File: src/hdl/eda_pkg.sv
// ============================================================================
// eda_pkg
// Shared constants, types and helpers of the Euclidean distance accumulator.
// ============================================================================
`default_nettype none

package eda_pkg;

    localparam int ELEM_W    = 16;
    localparam int ACC_W     = 48;
    localparam int FRAC_BITS = 8;

    localparam int SQ_W    = 2 * ELEM_W;
    localparam int ADD_W   = ((ACC_W > SQ_W) ? ACC_W : SQ_W) + 1;
    localparam int RAD_W   = ACC_W + 2 * FRAC_BITS;
    localparam int ROOT_W  = (RAD_W + 1) / 2;
    localparam int RAD_PAD = 2 * ROOT_W;
    localparam int REM_W   = ROOT_W + 2;
    localparam int CNT_W   = (ROOT_W > 1) ? $clog2(ROOT_W) : 1;
    localparam int DIST_W  = 32;

    localparam int Q_DEPTH = 2;
    localparam int Q_AW    = (Q_DEPTH > 1) ? $clog2(Q_DEPTH) : 1;
    localparam int Q_CW    = $clog2(Q_DEPTH + 1);

    typedef struct packed {
        logic [ACC_W-1:0] sum;
        logic             clip;
    } t_acc_entry;

    typedef enum logic [1:0] {
        ST_IDLE,
        ST_RUN,
        ST_HOLD
    } t_root_state;

    function automatic logic [DIST_W-1:0] fit_distance(input logic [ROOT_W-1:0] root);
        logic [ROOT_W:0] lim;
        lim = (ROOT_W + 1)'(33'h0_FFFF_FFFF);
        if ({1'b0, root} > lim) begin
            return '1;
        end
        return DIST_W'(root);
    endfunction

endpackage

`default_nettype wire

File: src/hdl/eda_if.sv
// ============================================================================
// eda_if
// Valid/ready channels for element pairs and distance results.
// ============================================================================
`default_nettype none

interface eda_in_if import eda_pkg::*; ();
    logic              valid;
    logic              ready;
    logic [ELEM_W-1:0] elem_a;
    logic [ELEM_W-1:0] elem_b;
    logic              last;

    modport source (output valid, output elem_a, output elem_b, output last, input ready);
    modport sink   (input valid, input elem_a, input elem_b, input last, output ready);
endinterface

interface eda_out_if import eda_pkg::*; ();
    logic              valid;
    logic              ready;
    logic [DIST_W-1:0] distance;
    logic              saturated;

    modport source (output valid, output distance, output saturated, input ready);
    modport sink   (input valid, input distance, input saturated, output ready);
endinterface

`default_nettype wire

File: src/hdl/euclidean_distance_accumulator.sv
// ============================================================================
// euclidean_distance_accumulator
// Streams element pairs into a sum of squares and returns its scaled root.
// ============================================================================
// throughput: one element pair per cycle while the input is not stalled;
// the root unit takes a new sum once its last root is in the output register
// result path: difference and square registers, queue, root steps, output
// a two-entry queue of finished sums lets the next vector accumulate meanwhile
// pair input stalls only when a last pair meets a full queue
// synchronous active-low reset clears the sum, clip flag, queue and valids
`default_nettype none

module euclidean_distance_accumulator import eda_pkg::*; (
    input  wire       i_clk,
    input  wire       i_rst_n,
    eda_in_if.sink    i_in,
    eda_out_if.source o_out
);

    logic       push;
    logic       pop;
    logic       q_full;
    logic       q_empty;
    t_acc_entry entry;
    t_acc_entry head;

    eda_front u_front (
        .i_clk    (i_clk),
        .i_rst_n  (i_rst_n),
        .i_in     (i_in),
        .i_q_full (q_full),
        .o_push   (push),
        .o_entry  (entry)
    );

    eda_queue u_queue (
        .i_clk   (i_clk),
        .i_rst_n (i_rst_n),
        .i_push  (push),
        .i_entry (entry),
        .i_pop   (pop),
        .o_full  (q_full),
        .o_empty (q_empty),
        .o_head  (head)
    );

    eda_root u_root (
        .i_clk     (i_clk),
        .i_rst_n   (i_rst_n),
        .i_q_empty (q_empty),
        .i_head    (head),
        .o_pop     (pop),
        .o_out     (o_out)
    );

endmodule

`default_nettype wire

File: src/hdl/eda_front.sv
// ============================================================================
// eda_front
// Difference, square and saturating accumulation of element pairs.
// ============================================================================
`default_nettype none

module eda_front import eda_pkg::*; (
    input  wire        i_clk,
    input  wire        i_rst_n,
    eda_in_if.sink     i_in,
    input  wire        i_q_full,
    output logic       o_push,
    output t_acc_entry o_entry
);

    logic              r_s1_valid;
    logic              r_s1_last;
    logic [ELEM_W-1:0] r_s1_abs;
    logic              r_s2_valid;
    logic              r_s2_last;
    logic [SQ_W-1:0]   r_s2_sq;
    logic [ACC_W-1:0]  r_sum;
    logic              r_clip;

    logic              stall;
    logic [ELEM_W:0]   diff;
    logic [ELEM_W-1:0] n_abs;
    logic [ADD_W-1:0]  sum_ext;
    logic              ovf;
    logic [ACC_W-1:0]  n_sum;

    assign stall      = r_s2_valid && r_s2_last && i_q_full;
    assign i_in.ready = !stall;

    assign diff  = {i_in.elem_a[ELEM_W-1], i_in.elem_a} - {i_in.elem_b[ELEM_W-1], i_in.elem_b};
    assign n_abs = diff[ELEM_W] ? ELEM_W'(-diff) : diff[ELEM_W-1:0];

    assign sum_ext = ADD_W'(r_sum) + ADD_W'(r_s2_sq);
    assign ovf     = sum_ext > ADD_W'({ACC_W{1'b1}});
    assign n_sum   = ovf ? {ACC_W{1'b1}} : sum_ext[ACC_W-1:0];

    assign o_push        = r_s2_valid && r_s2_last && !i_q_full;
    assign o_entry.sum   = n_sum;
    assign o_entry.clip  = r_clip || ovf;

    always_ff @(posedge i_clk) begin
        if (!i_rst_n) begin
            r_s1_valid <= 1'b0;
            r_s2_valid <= 1'b0;
            r_sum      <= '0;
            r_clip     <= 1'b0;
        end else if (!stall) begin
            r_s1_valid <= i_in.valid;
            r_s2_valid <= r_s1_valid;
            if (r_s2_valid) begin
                if (r_s2_last) begin
                    r_sum  <= '0;
                    r_clip <= 1'b0;
                end else begin
                    r_sum  <= n_sum;
                    r_clip <= r_clip || ovf;
                end
            end
        end
    end

    always_ff @(posedge i_clk) begin
        if (!stall) begin
            r_s1_abs  <= n_abs;
            r_s1_last <= i_in.last;
            r_s2_sq   <= SQ_W'(r_s1_abs) * SQ_W'(r_s1_abs);
            r_s2_last <= r_s1_last;
        end
    end

endmodule

`default_nettype wire

File: src/hdl/eda_queue.sv
// ============================================================================
// eda_queue
// Short queue of finished sums between accumulation and square root.
// ============================================================================
`default_nettype none

module eda_queue import eda_pkg::*; (
    input  wire             i_clk,
    input  wire             i_rst_n,
    input  wire             i_push,
    input  wire t_acc_entry i_entry,
    input  wire             i_pop,
    output logic            o_full,
    output logic            o_empty,
    output t_acc_entry      o_head
);

    t_acc_entry        r_mem [Q_DEPTH];
    logic [Q_AW-1:0]   r_wr_ptr;
    logic [Q_AW-1:0]   r_rd_ptr;
    logic [Q_CW-1:0]   r_count;

    assign o_full  = r_count == Q_CW'(Q_DEPTH);
    assign o_empty = r_count == '0;
    assign o_head  = r_mem[r_rd_ptr];

    always_ff @(posedge i_clk) begin
        if (i_push) begin
            r_mem[r_wr_ptr] <= i_entry;
        end
    end

    always_ff @(posedge i_clk) begin
        if (!i_rst_n) begin
            r_wr_ptr <= '0;
            r_rd_ptr <= '0;
            r_count  <= '0;
        end else begin
            if (i_push) begin
                r_wr_ptr <= (r_wr_ptr == Q_AW'(Q_DEPTH - 1)) ? '0 : r_wr_ptr + 1'b1;
            end
            if (i_pop) begin
                r_rd_ptr <= (r_rd_ptr == Q_AW'(Q_DEPTH - 1)) ? '0 : r_rd_ptr + 1'b1;
            end
            if (i_push && !i_pop) begin
                r_count <= r_count + 1'b1;
            end else if (i_pop && !i_push) begin
                r_count <= r_count - 1'b1;
            end
        end
    end

    a_no_push_full: assert property (@(posedge i_clk) disable iff (!i_rst_n)
        i_push |-> (!o_full || i_pop))
        else $error("push into full queue");

    a_no_pop_empty: assert property (@(posedge i_clk) disable iff (!i_rst_n)
        i_pop |-> !o_empty)
        else $error("pop from empty queue");

    a_count_bound: assert property (@(posedge i_clk) disable iff (!i_rst_n)
        r_count <= Q_CW'(Q_DEPTH))
        else $error("queue count out of range");

endmodule

`default_nettype wire

File: src/hdl/eda_root.sv
// ============================================================================
// eda_root
// Bit-serial floor square root of a scaled sum, with output register.
// ============================================================================
`default_nettype none

module eda_root import eda_pkg::*; (
    input  wire             i_clk,
    input  wire             i_rst_n,
    input  wire             i_q_empty,
    input  wire t_acc_entry i_head,
    output logic            o_pop,
    eda_out_if.source       o_out
);

    t_root_state        r_state;
    t_root_state        n_state;
    logic [RAD_PAD-1:0] r_rad;
    logic [REM_W-1:0]   r_rem;
    logic [ROOT_W-1:0]  r_root;
    logic [CNT_W-1:0]   r_cnt;
    logic               r_clip;
    logic               r_out_valid;
    logic [DIST_W-1:0]  r_dist;
    logic               r_sat;

    logic               out_free;
    logic               last_step;
    logic               step;
    logic               load_out;
    logic               load_from_step;
    logic [REM_W-1:0]   rem_sh;
    logic [REM_W-1:0]   trial;
    logic               ge;
    logic [REM_W-1:0]   n_rem;
    logic [ROOT_W-1:0]  n_root;

    assign out_free  = !r_out_valid || o_out.ready;
    assign last_step = r_cnt == '0;

    assign rem_sh = {r_rem[REM_W-3:0], r_rad[RAD_PAD-1 -: 2]};
    assign trial  = {r_root, 2'b01};
    assign ge     = rem_sh >= trial;
    assign n_rem  = ge ? rem_sh - trial : rem_sh;
    assign n_root = {r_root[ROOT_W-2:0], ge};

    always_comb begin
        n_state = r_state;
        case (r_state)
            ST_IDLE: begin
                if (!i_q_empty) begin
                    n_state = ST_RUN;
                end
            end
            ST_RUN: begin
                if (last_step) begin
                    n_state = out_free ? ST_IDLE : ST_HOLD;
                end
            end
            ST_HOLD: begin
                if (out_free) begin
                    n_state = ST_IDLE;
                end
            end
            default: n_state = ST_IDLE;
        endcase
    end

    always_comb begin
        o_pop          = 1'b0;
        step           = 1'b0;
        load_out       = 1'b0;
        load_from_step = 1'b0;
        case (r_state)
            ST_IDLE: begin
                o_pop = !i_q_empty;
            end
            ST_RUN: begin
                step           = 1'b1;
                load_out       = last_step && out_free;
                load_from_step = 1'b1;
            end
            ST_HOLD: begin
                load_out = out_free;
            end
            default: begin
                o_pop = 1'b0;
            end
        endcase
    end

    always_ff @(posedge i_clk) begin
        if (!i_rst_n) begin
            r_state     <= ST_IDLE;
            r_out_valid <= 1'b0;
        end else begin
            r_state <= n_state;
            if (load_out) begin
                r_out_valid <= 1'b1;
            end else if (o_out.ready) begin
                r_out_valid <= 1'b0;
            end
        end
    end

    always_ff @(posedge i_clk) begin
        if (o_pop) begin
            r_rad  <= RAD_PAD'(i_head.sum) << (2 * FRAC_BITS);
            r_rem  <= '0;
            r_root <= '0;
            r_cnt  <= CNT_W'(ROOT_W - 1);
            r_clip <= i_head.clip;
        end else if (step) begin
            r_rad  <= r_rad << 2;
            r_rem  <= n_rem;
            r_root <= n_root;
            r_cnt  <= r_cnt - 1'b1;
        end
        if (load_out) begin
            r_dist <= fit_distance(load_from_step ? n_root : r_root);
            r_sat  <= r_clip;
        end
    end

    assign o_out.valid     = r_out_valid;
    assign o_out.distance  = r_dist;
    assign o_out.saturated = r_sat;

    a_hold_blocked: assert property (@(posedge i_clk) disable iff (!i_rst_n)
        (r_state == ST_HOLD) |-> r_out_valid)
        else $error("root held while output register empty");

    a_pop_idle: assert property (@(posedge i_clk) disable iff (!i_rst_n)
        o_pop |=> (r_state == ST_RUN && r_cnt == CNT_W'(ROOT_W - 1)))
        else $error("pop did not start a root");

    a_result_after_run: assert property (@(posedge i_clk) disable iff (!i_rst_n)
        load_out |-> (r_state == ST_HOLD || (r_state == ST_RUN && last_step)))
        else $error("result loaded outside the final step");

endmodule

`default_nettype wire

File: src/flat_wrapper.sv
// flat-port wrapper written by rule: the top's interface ports become plain ports
module euclidean_distance_accumulator_flat import eda_pkg::*;
  (i_clk, i_rst_n, i_in_valid, i_in_elem_a, i_in_elem_b, i_in_last, i_in_ready, o_out_valid, o_out_distance, o_out_saturated, o_out_ready);
  eda_in_if i_in_i ();
  eda_out_if o_out_i ();
  input  wire i_clk;
  input  wire i_rst_n;
  input wire logic [$bits(i_in_i.valid)-1:0] i_in_valid;
  input wire logic [$bits(i_in_i.elem_a)-1:0] i_in_elem_a;
  input wire logic [$bits(i_in_i.elem_b)-1:0] i_in_elem_b;
  input wire logic [$bits(i_in_i.last)-1:0] i_in_last;
  output wire logic [$bits(i_in_i.ready)-1:0] i_in_ready;
  output wire logic [$bits(o_out_i.valid)-1:0] o_out_valid;
  output wire logic [$bits(o_out_i.distance)-1:0] o_out_distance;
  output wire logic [$bits(o_out_i.saturated)-1:0] o_out_saturated;
  input wire logic [$bits(o_out_i.ready)-1:0] o_out_ready;
  assign i_in_i.valid = i_in_valid;
  assign i_in_i.elem_a = i_in_elem_a;
  assign i_in_i.elem_b = i_in_elem_b;
  assign i_in_i.last = i_in_last;
  assign i_in_ready = i_in_i.ready;
  assign o_out_valid = o_out_i.valid;
  assign o_out_distance = o_out_i.distance;
  assign o_out_saturated = o_out_i.saturated;
  assign o_out_i.ready = o_out_ready;
  euclidean_distance_accumulator u_core (.i_clk(i_clk), .i_rst_n(i_rst_n), .i_in(i_in_i), .o_out(o_out_i));
endmodule
File: config.mk
export PLATFORM = sky130hd
export DESIGN_NAME = euclidean_distance_accumulator_flat
export DESIGN_NICKNAME = d
export VERILOG_FILES = /design/src/hdl/eda_pkg.sv /design/src/hdl/eda_if.sv /design/src/hdl/euclidean_distance_accumulator.sv /design/src/hdl/eda_front.sv /design/src/hdl/eda_queue.sv /design/src/hdl/eda_root.sv /design/src/flat_wrapper.sv
export SDC_FILE = /design/constraint.sdc
export NUM_CORES = 1
export LEC_CHECK = 0
export ABC_AREA = 0
export CAP_MARGIN = 20
export CORE_AREA = 2 2 243 245
export DETAILED_ROUTE_END_ITERATION = 10
export DIE_AREA = 0 0 245 247
export DONT_BUFFER_PORTS = 1
export SLEW_MARGIN = 20
export SYNTH_ARGS = -nofsm -noshare
export SYNTH_HDL_FRONTEND = slang
export SYNTH_HIERARCHICAL = 1
export SYNTH_SLANG_ARGS = --single-unit
File: constraint.sdc
create_clock -name i_clk -period 7.3 [get_ports i_clk]
set_input_delay 0.365 -clock i_clk [delete_from_list [all_inputs] [get_ports i_clk]]
set_output_delay 0.365 -clock i_clk [all_outputs]
set_load 0.01 [all_outputs]
-- Word-level counts from Yosys, hierarchy flattened
Memories as Yosys holds them, arrays and structs flattened. A register that Yosys moved wholly into a read port is not among the register bits.
Cells that the tools add are included.
- memories: 1
- register bits after elaboration: 259
- input bits: 37
- bits in writable memories: 98
- output and inout bits: 35
- word-level logic and storage cells: 88
- memory list (memory ; words ; width ; read ports ; clocked after Yosys merged registers in ; write ports ; RTL line ; source):
    u_core.u_queue.r_mem ; 2 ; 49 ; 1 ; 1 ; 1 ; eda_queue.sv:18 ; t_acc_entry r_mem [Q_DEPTH];
- mux-type cells: 26
- magnitude comparators: 2
- $add $sub $neg: 9
- reductions and logical operators: 22
- $mul: 1
- bitwise gates (word level): 1
- equality and inequality tests: 6
- operators with widths (kind ; count):
    $mux W64 ; 2
    $mux W48 ; 2
    $mux W32 ; 2
    $add A48 B32 Y49 ; 1
    $gt A49 B48 Y1 const B ; 1
    $ge A34 B34 Y1 ; 1
    $mul A16 B16 Y32 ; 1
    $sub A32 B32 Y32 ; 1
    $sub A16 B16 Y17 ; 1
    $mux W16 ; 1
    $neg A16 Y16 ; 1
    $mux W2 ; 6
    $mux W1 ; 11
    $logic_and A1 B1 Y1 ; 6
    $logic_not A1 Y1 ; 6
    $ne A2 B2 Y1 const B ; 3
    $pmux W2 S3 ; 1
    $reduce_bool A2 Y1 ; 3
    $logic_not A5 Y1 ; 1
    $sub A5 B1 Y5 const B ; 1
    $eq A2 B2 Y1 const B ; 2
    $logic_not A2 Y1 ; 2
    $reduce_and A3 Y1 ; 1
    $add A1 B1 Y1 const B ; 2
    other kinds (7) ; 8

-- Depth between registers and ports, before layout
- depth in word-level cells: 7
- gate-level depth with buffers: 25
- gate-level depth less buffers: 24

-- Hierarchy
The synthesis kept the hierarchy.
- by module, submodules not included (module ; sequential area each (µm²) ; area each (µm²) ; times used ; cells each):
    eda_front ; 2492.4 ; 14154.8 ; 1 ; 1612
    eda_root ; 3903.7 ; 7931.4 ; 1 ; 878
    eda_queue ; 3042.9 ; 3751.1 ; 1 ; 174

-- Least setup slack after synthesis
Ideal clock, no wire load.
- kind: register to register
- from: register u_core.u_front.r_s1_abs[1]
- to: register u_core.u_front.r_s2_sq[25], data pin
- data arrival time: 5.831 ns
- cell stages (with the launch flop): 24
- period minus slack after synthesis: 6.091 ns
- setup time: 0.260 ns
- path slack: 1.209 ns
- data required time: 7.040 ns
- buffers on the path: 2
- cell sequence: edfxtp_1 -> clkbuf_1 -> clkbuf_1 -> nand2_1 -> fa_1 -> fa_1 -> inv_1 -> ha_1 -> inv_1 -> fa_1 -> inv_1 -> fa_1 -> inv_1 -> fa_1 -> inv_1 -> ha_1 -> a2111oi_0 -> o21ai_0 -> a41oi_1 -> o21ai_0 -> a211oi_1 -> o21ai_0 -> a21o_1 -> xor2_1
- word-level cells in the longest chain between the ends: 1
- RTL lines (element ; RTL line ; source):
    start, declared ; eda_front.sv:18 ; logic [ELEM_W-1:0] r_s1_abs;
    start signal, assigned ; eda_front.sv:69 ; r_s1_abs <= n_abs;
    $mul A16 B16 Y32 ; eda_front.sv:71 ; r_s2_sq <= SQ_W'(r_s1_abs) * SQ_W'(r_s1_abs);
    end signal, assigned ; eda_front.sv:71 ;
    end, declared ; eda_front.sv:21 ; logic [SQ_W-1:0] r_s2_sq;
No other way between the ends.
A chain may end at the register's enable or synchronous reset.

-- Worst setup path after layout
- from: register u_core.u_front.r_s1_abs[7]
- to: register u_core.u_front.r_s2_sq[25], data pin
The elaborated chain is that of the path after synthesis.

==> results.yml <==
cells_and_area:
  finalNonFillerCells: 3427
  final-seq-area_um2: 9440
  n_fill_cell: 5432
  drive_above_1_share_pct: 7.347
  final_nets: 3015
  area_growth_pct: 7.651
  multiInputGateArea_um2: 14740
  n_antenna_cell: 0
placement:
  io_buffers: 0
  dp.final_hpwl_um: 40890
  gp_congestion: 0.8906
  dpl.cell_count: 3350
  pre_cts_ws_ns: 0.4200
critical_path:
  critPathMaxFanout: 15
  worstSetupEndpointType: "register"
  cp_top_family: "adder cells"
  worstSetupPathType: "reg2reg"
  crit_buf_inv: 5
  arrival_ns: 7.12
  required_ns: 7.59
  cp_slowest_stage_delay_ns: 0.73
  cp-start-kind: "register"
  critPathSlowestCell: "edfxtp_1"
  cp_cell_sequence: "nand2_1, fa_1, fa_1, inv_1, ha_1, inv_1, fa_1, inv_1, fa_1, inv_1, fa_1, inv_1, ha_1, a2111oi_0, o21ai_0, a41oi_1, o21ai_0, a211oi_1, o21ai_0, a21o_1, xor2_1"
clock_network:
  cts-htree-levels: 2
  cts_tree: "built"
  clock-sinks: 357
  cts_buffers: 40
  clockRootBuffer: "clkbuf_16"
  clockBufferDepth: 3
  insertion_delay_ns: 0.55
  cts.clk_slew.worst_paths_ns: 0.06
yosys:
  ys_seq_area_share_pct: 36.53
  yosys.cell_types.count: 101
  synthFlopType: "edfxtp_1"
  synth_edf_count: 229
  synth-seq-cells: 357
  yosysWarnings: 6
  synth_nets: 3055
  async_reset_ff_share_pct: 0
  syn_inst: 2664
  synth_area_per_cell_um2: 9.699
  synth_area_um2: 25840
drt:
  ant_nets: 0
  wl_met3_um: 2044
  dr.max_layer_used: "met5"
  drt-wirelength-per-cell_um: 16.41
  routed_wl_um: 56240
  wl_met2_um: 26770
  vias_per_cell: 5.326
  num_vias: 18250
  first_iter_violations: 1122
  dr.pass1.iters: 7
  drc: 0
  met1_length_um: 26160
timing:
  skew_ns: 0.02376
  hold_viol: 0
  final.min_clock_period_ns: 6.829
  fin_hold_ws_ns: 0.05281
  grt_setup_unrepaired: "no"
  max_slew.worst_pin.slew_ns: 1.070
  fin_crit_sh_pct: 93.55
  maxSlewViolCount: 0
  fin_ws_ns: 0.4709
  max-slew-margin-rel_pct: 28.47
  fmax_ghz: 0.1464
  setup_violations: 0
  fin_setup_tns_ns: 0
grt:
  grt_pass1_vias: 18520
  antenna_found_initial: 1
  grt_pass1_wl_um: 92840
  grt_start_max_net_pins: 84
  track_usage_pct: 18.74
  grt_overflow: 0
floorplan:
  core_area_um2: 58240
  pin_count: 72
  die_width_um: 245
  std_cell_rows: 89
  initial_core_util_pct: 44.36
  dieArea_um2: 60520
  die_h_um: 247
min_path:
  min_path_type: "in2reg"
job:
  drv_cap: 0
run_status:
  status: "complete, no violations"
## placed cells by master (no fill, tap or decap), types with 14 or more instances in the layout
cell type    n
fa_1       165
a21oi_1    159
o21ai_1     14
a211oi_1    21
mux2_2      51
dfxtp_1    127
or2_2       21
nand3_1     31
o21a_1      26
xnor2_1     91
nor3_1      17
and3_1      17
o21ai_0    143
nand2b_1    21
nand4_1     20
ha_1       188
nor2_1     118
a21o_1      30
xor2_1      36
nand2_1    363
nor2b_1     22
inv_1      335
mux2i_1     16
and2_1      94
a31oi_1     14
edfxtp_1   229
clkbuf_16   41
## what timing repair did
action / CTS / global route
setup endpoints to repair: 0 / 1
gates resized for setup: 0 / 0
hold buffers: 4 / 0
hold endpoints to repair: 30 / 0
buffers inserted: 0 / 1
## through the flow
| stage | utilization (%) | cell area [um^2] |
|---|---|---|
| after detailed placement | 45.52 | 26510 |
| final | 47.76 | 27810 |
| after floorplan | - | 25840 |
| after global routing | 47.76 | 27810 |
| after CTS | 47.75 | 27810 |
| after global placement | 45.52 | 26510 |
## area by class of cell
cell class	count	share of cell area [%]
multi-input cells	1870	53.00
flip-flops and latches	357	33.94
inverters	337	4.548
clock buffers	56	4.035
well taps	773	3.477
repair buffers	18	0.5578
clock inverters	16	0.4408
## cells in the mapped netlist (16+ instances only)
cell,n,area share [%]
a21oi_1,159,3.1
o21a_1,26,0.76
nand2_1,364,5.3
buf_2,18,0.35
a21o_1,30,0.87
nand4_1,20,0.48
nor2b_1,23,0.56
nor3_1,17,0.33
nor2_1,120,1.7
or2_2,21,0.51
xor2_1,36,1.2
dfxtp_1,128,9.9
a211oi_1,21,0.61
inv_1,336,4.9
edfxtp_1,229,27
fa_1,165,13
and2_1,95,2.3
ha_1,189,9.2
nand2b_1,23,0.56
nand3_1,32,0.62
and3_1,17,0.41
mux2i_1,16,0.62
mux2_2,51,2.2
o21ai_0,143,2.8
clkbuf_1,69,1.0
xnor2_1,91,3.1
## sequential cells by signal, indices dropped and copies added, names as in the netlist, named ones only
signal	count
u_core/u_front/r_s2_sq	31
u_core/u_root/r_root	32
u_core/u_queue/r_mem	98
u_core/u_front/r_s1_valid	1
u_core/u_queue/r_count	2
u_core/u_root/r_cnt	5
u_core/u_front/r_sum	48
u_core/u_front/r_s2_last	1
u_core/u_root/r_rad	48
u_core/u_front/r_s1_abs	16
u_core/u_queue/r_wr_ptr	1
u_core/u_front/r_s2_valid	1
u_core/u_root/o_out.distance	32
u_core/u_root/r_clip	1
u_core/u_front/r_s1_last	1
u_core/u_front/r_clip	1
u_core/u_root/r_state	2
u_core/u_root/r_rem	32
u_core/u_root/o_out.saturated	1
u_core/u_queue/r_rd_ptr	1
u_core/u_root/o_out.valid	1
## metal layers
layer	global-route usage, %	vias to the layer above
li1	-	8952
met1	25.01	8863
met2	31.54	355
met3	2.746	81
met4	5.595	2
met5	0	-
## cell families (layout without fill, tap and decap cells)
logic type               after synthesis  after routing  share of synthesized area [%]
AO/OA/AOI/OAI                        539            539                          13.37
AND/OR/NAND/NOR                      782            782                          14.37
adder cells (fa/ha/maj)              354            354                          21.94
XOR/XNOR                             127            127                          4.305
buffers and inverters                437            427                          6.600
multiplexers                          68             68                          2.886
flip-flops                           357            357                          36.53
## worst paths after layout
| check | startpoint | to | slack [ns] | depth (start not counted) |
|---|---|---|---|---|
| max | u_core/u_front/r_s1_abs[7] | u_core/u_front/r_s2_sq[25] | 0.47 | 21 |
| min | i_rst_n | u_core/u_front/r_sum[41] | 0.05 | 3 |
| max reg2reg | u_core/u_front/r_s1_abs[7] | u_core/u_front/r_s2_sq[25] | 0.47 | 21 |
| min reg2reg | u_core/u_front/r_s1_last | u_core/u_front/r_s2_last | 0.42 | 0 |
## worst register-to-register path, delay by kind of cell, from the launching register on
family | cells | cell delay, ns
AOI/OAI and AO/OA | 7 | 2.22
buffers and inverters | 5 | 0.27
DFF | 1 | 0.73
and+or+nand+nor | 1 | 0.21
xor gates and xnor gates | 1 | 0.14
adders and majority gates | 7 | 2.97
Power is not shown: default switching activity piles up to over one toggle a cycle in this logic, so the estimate is an artifact.
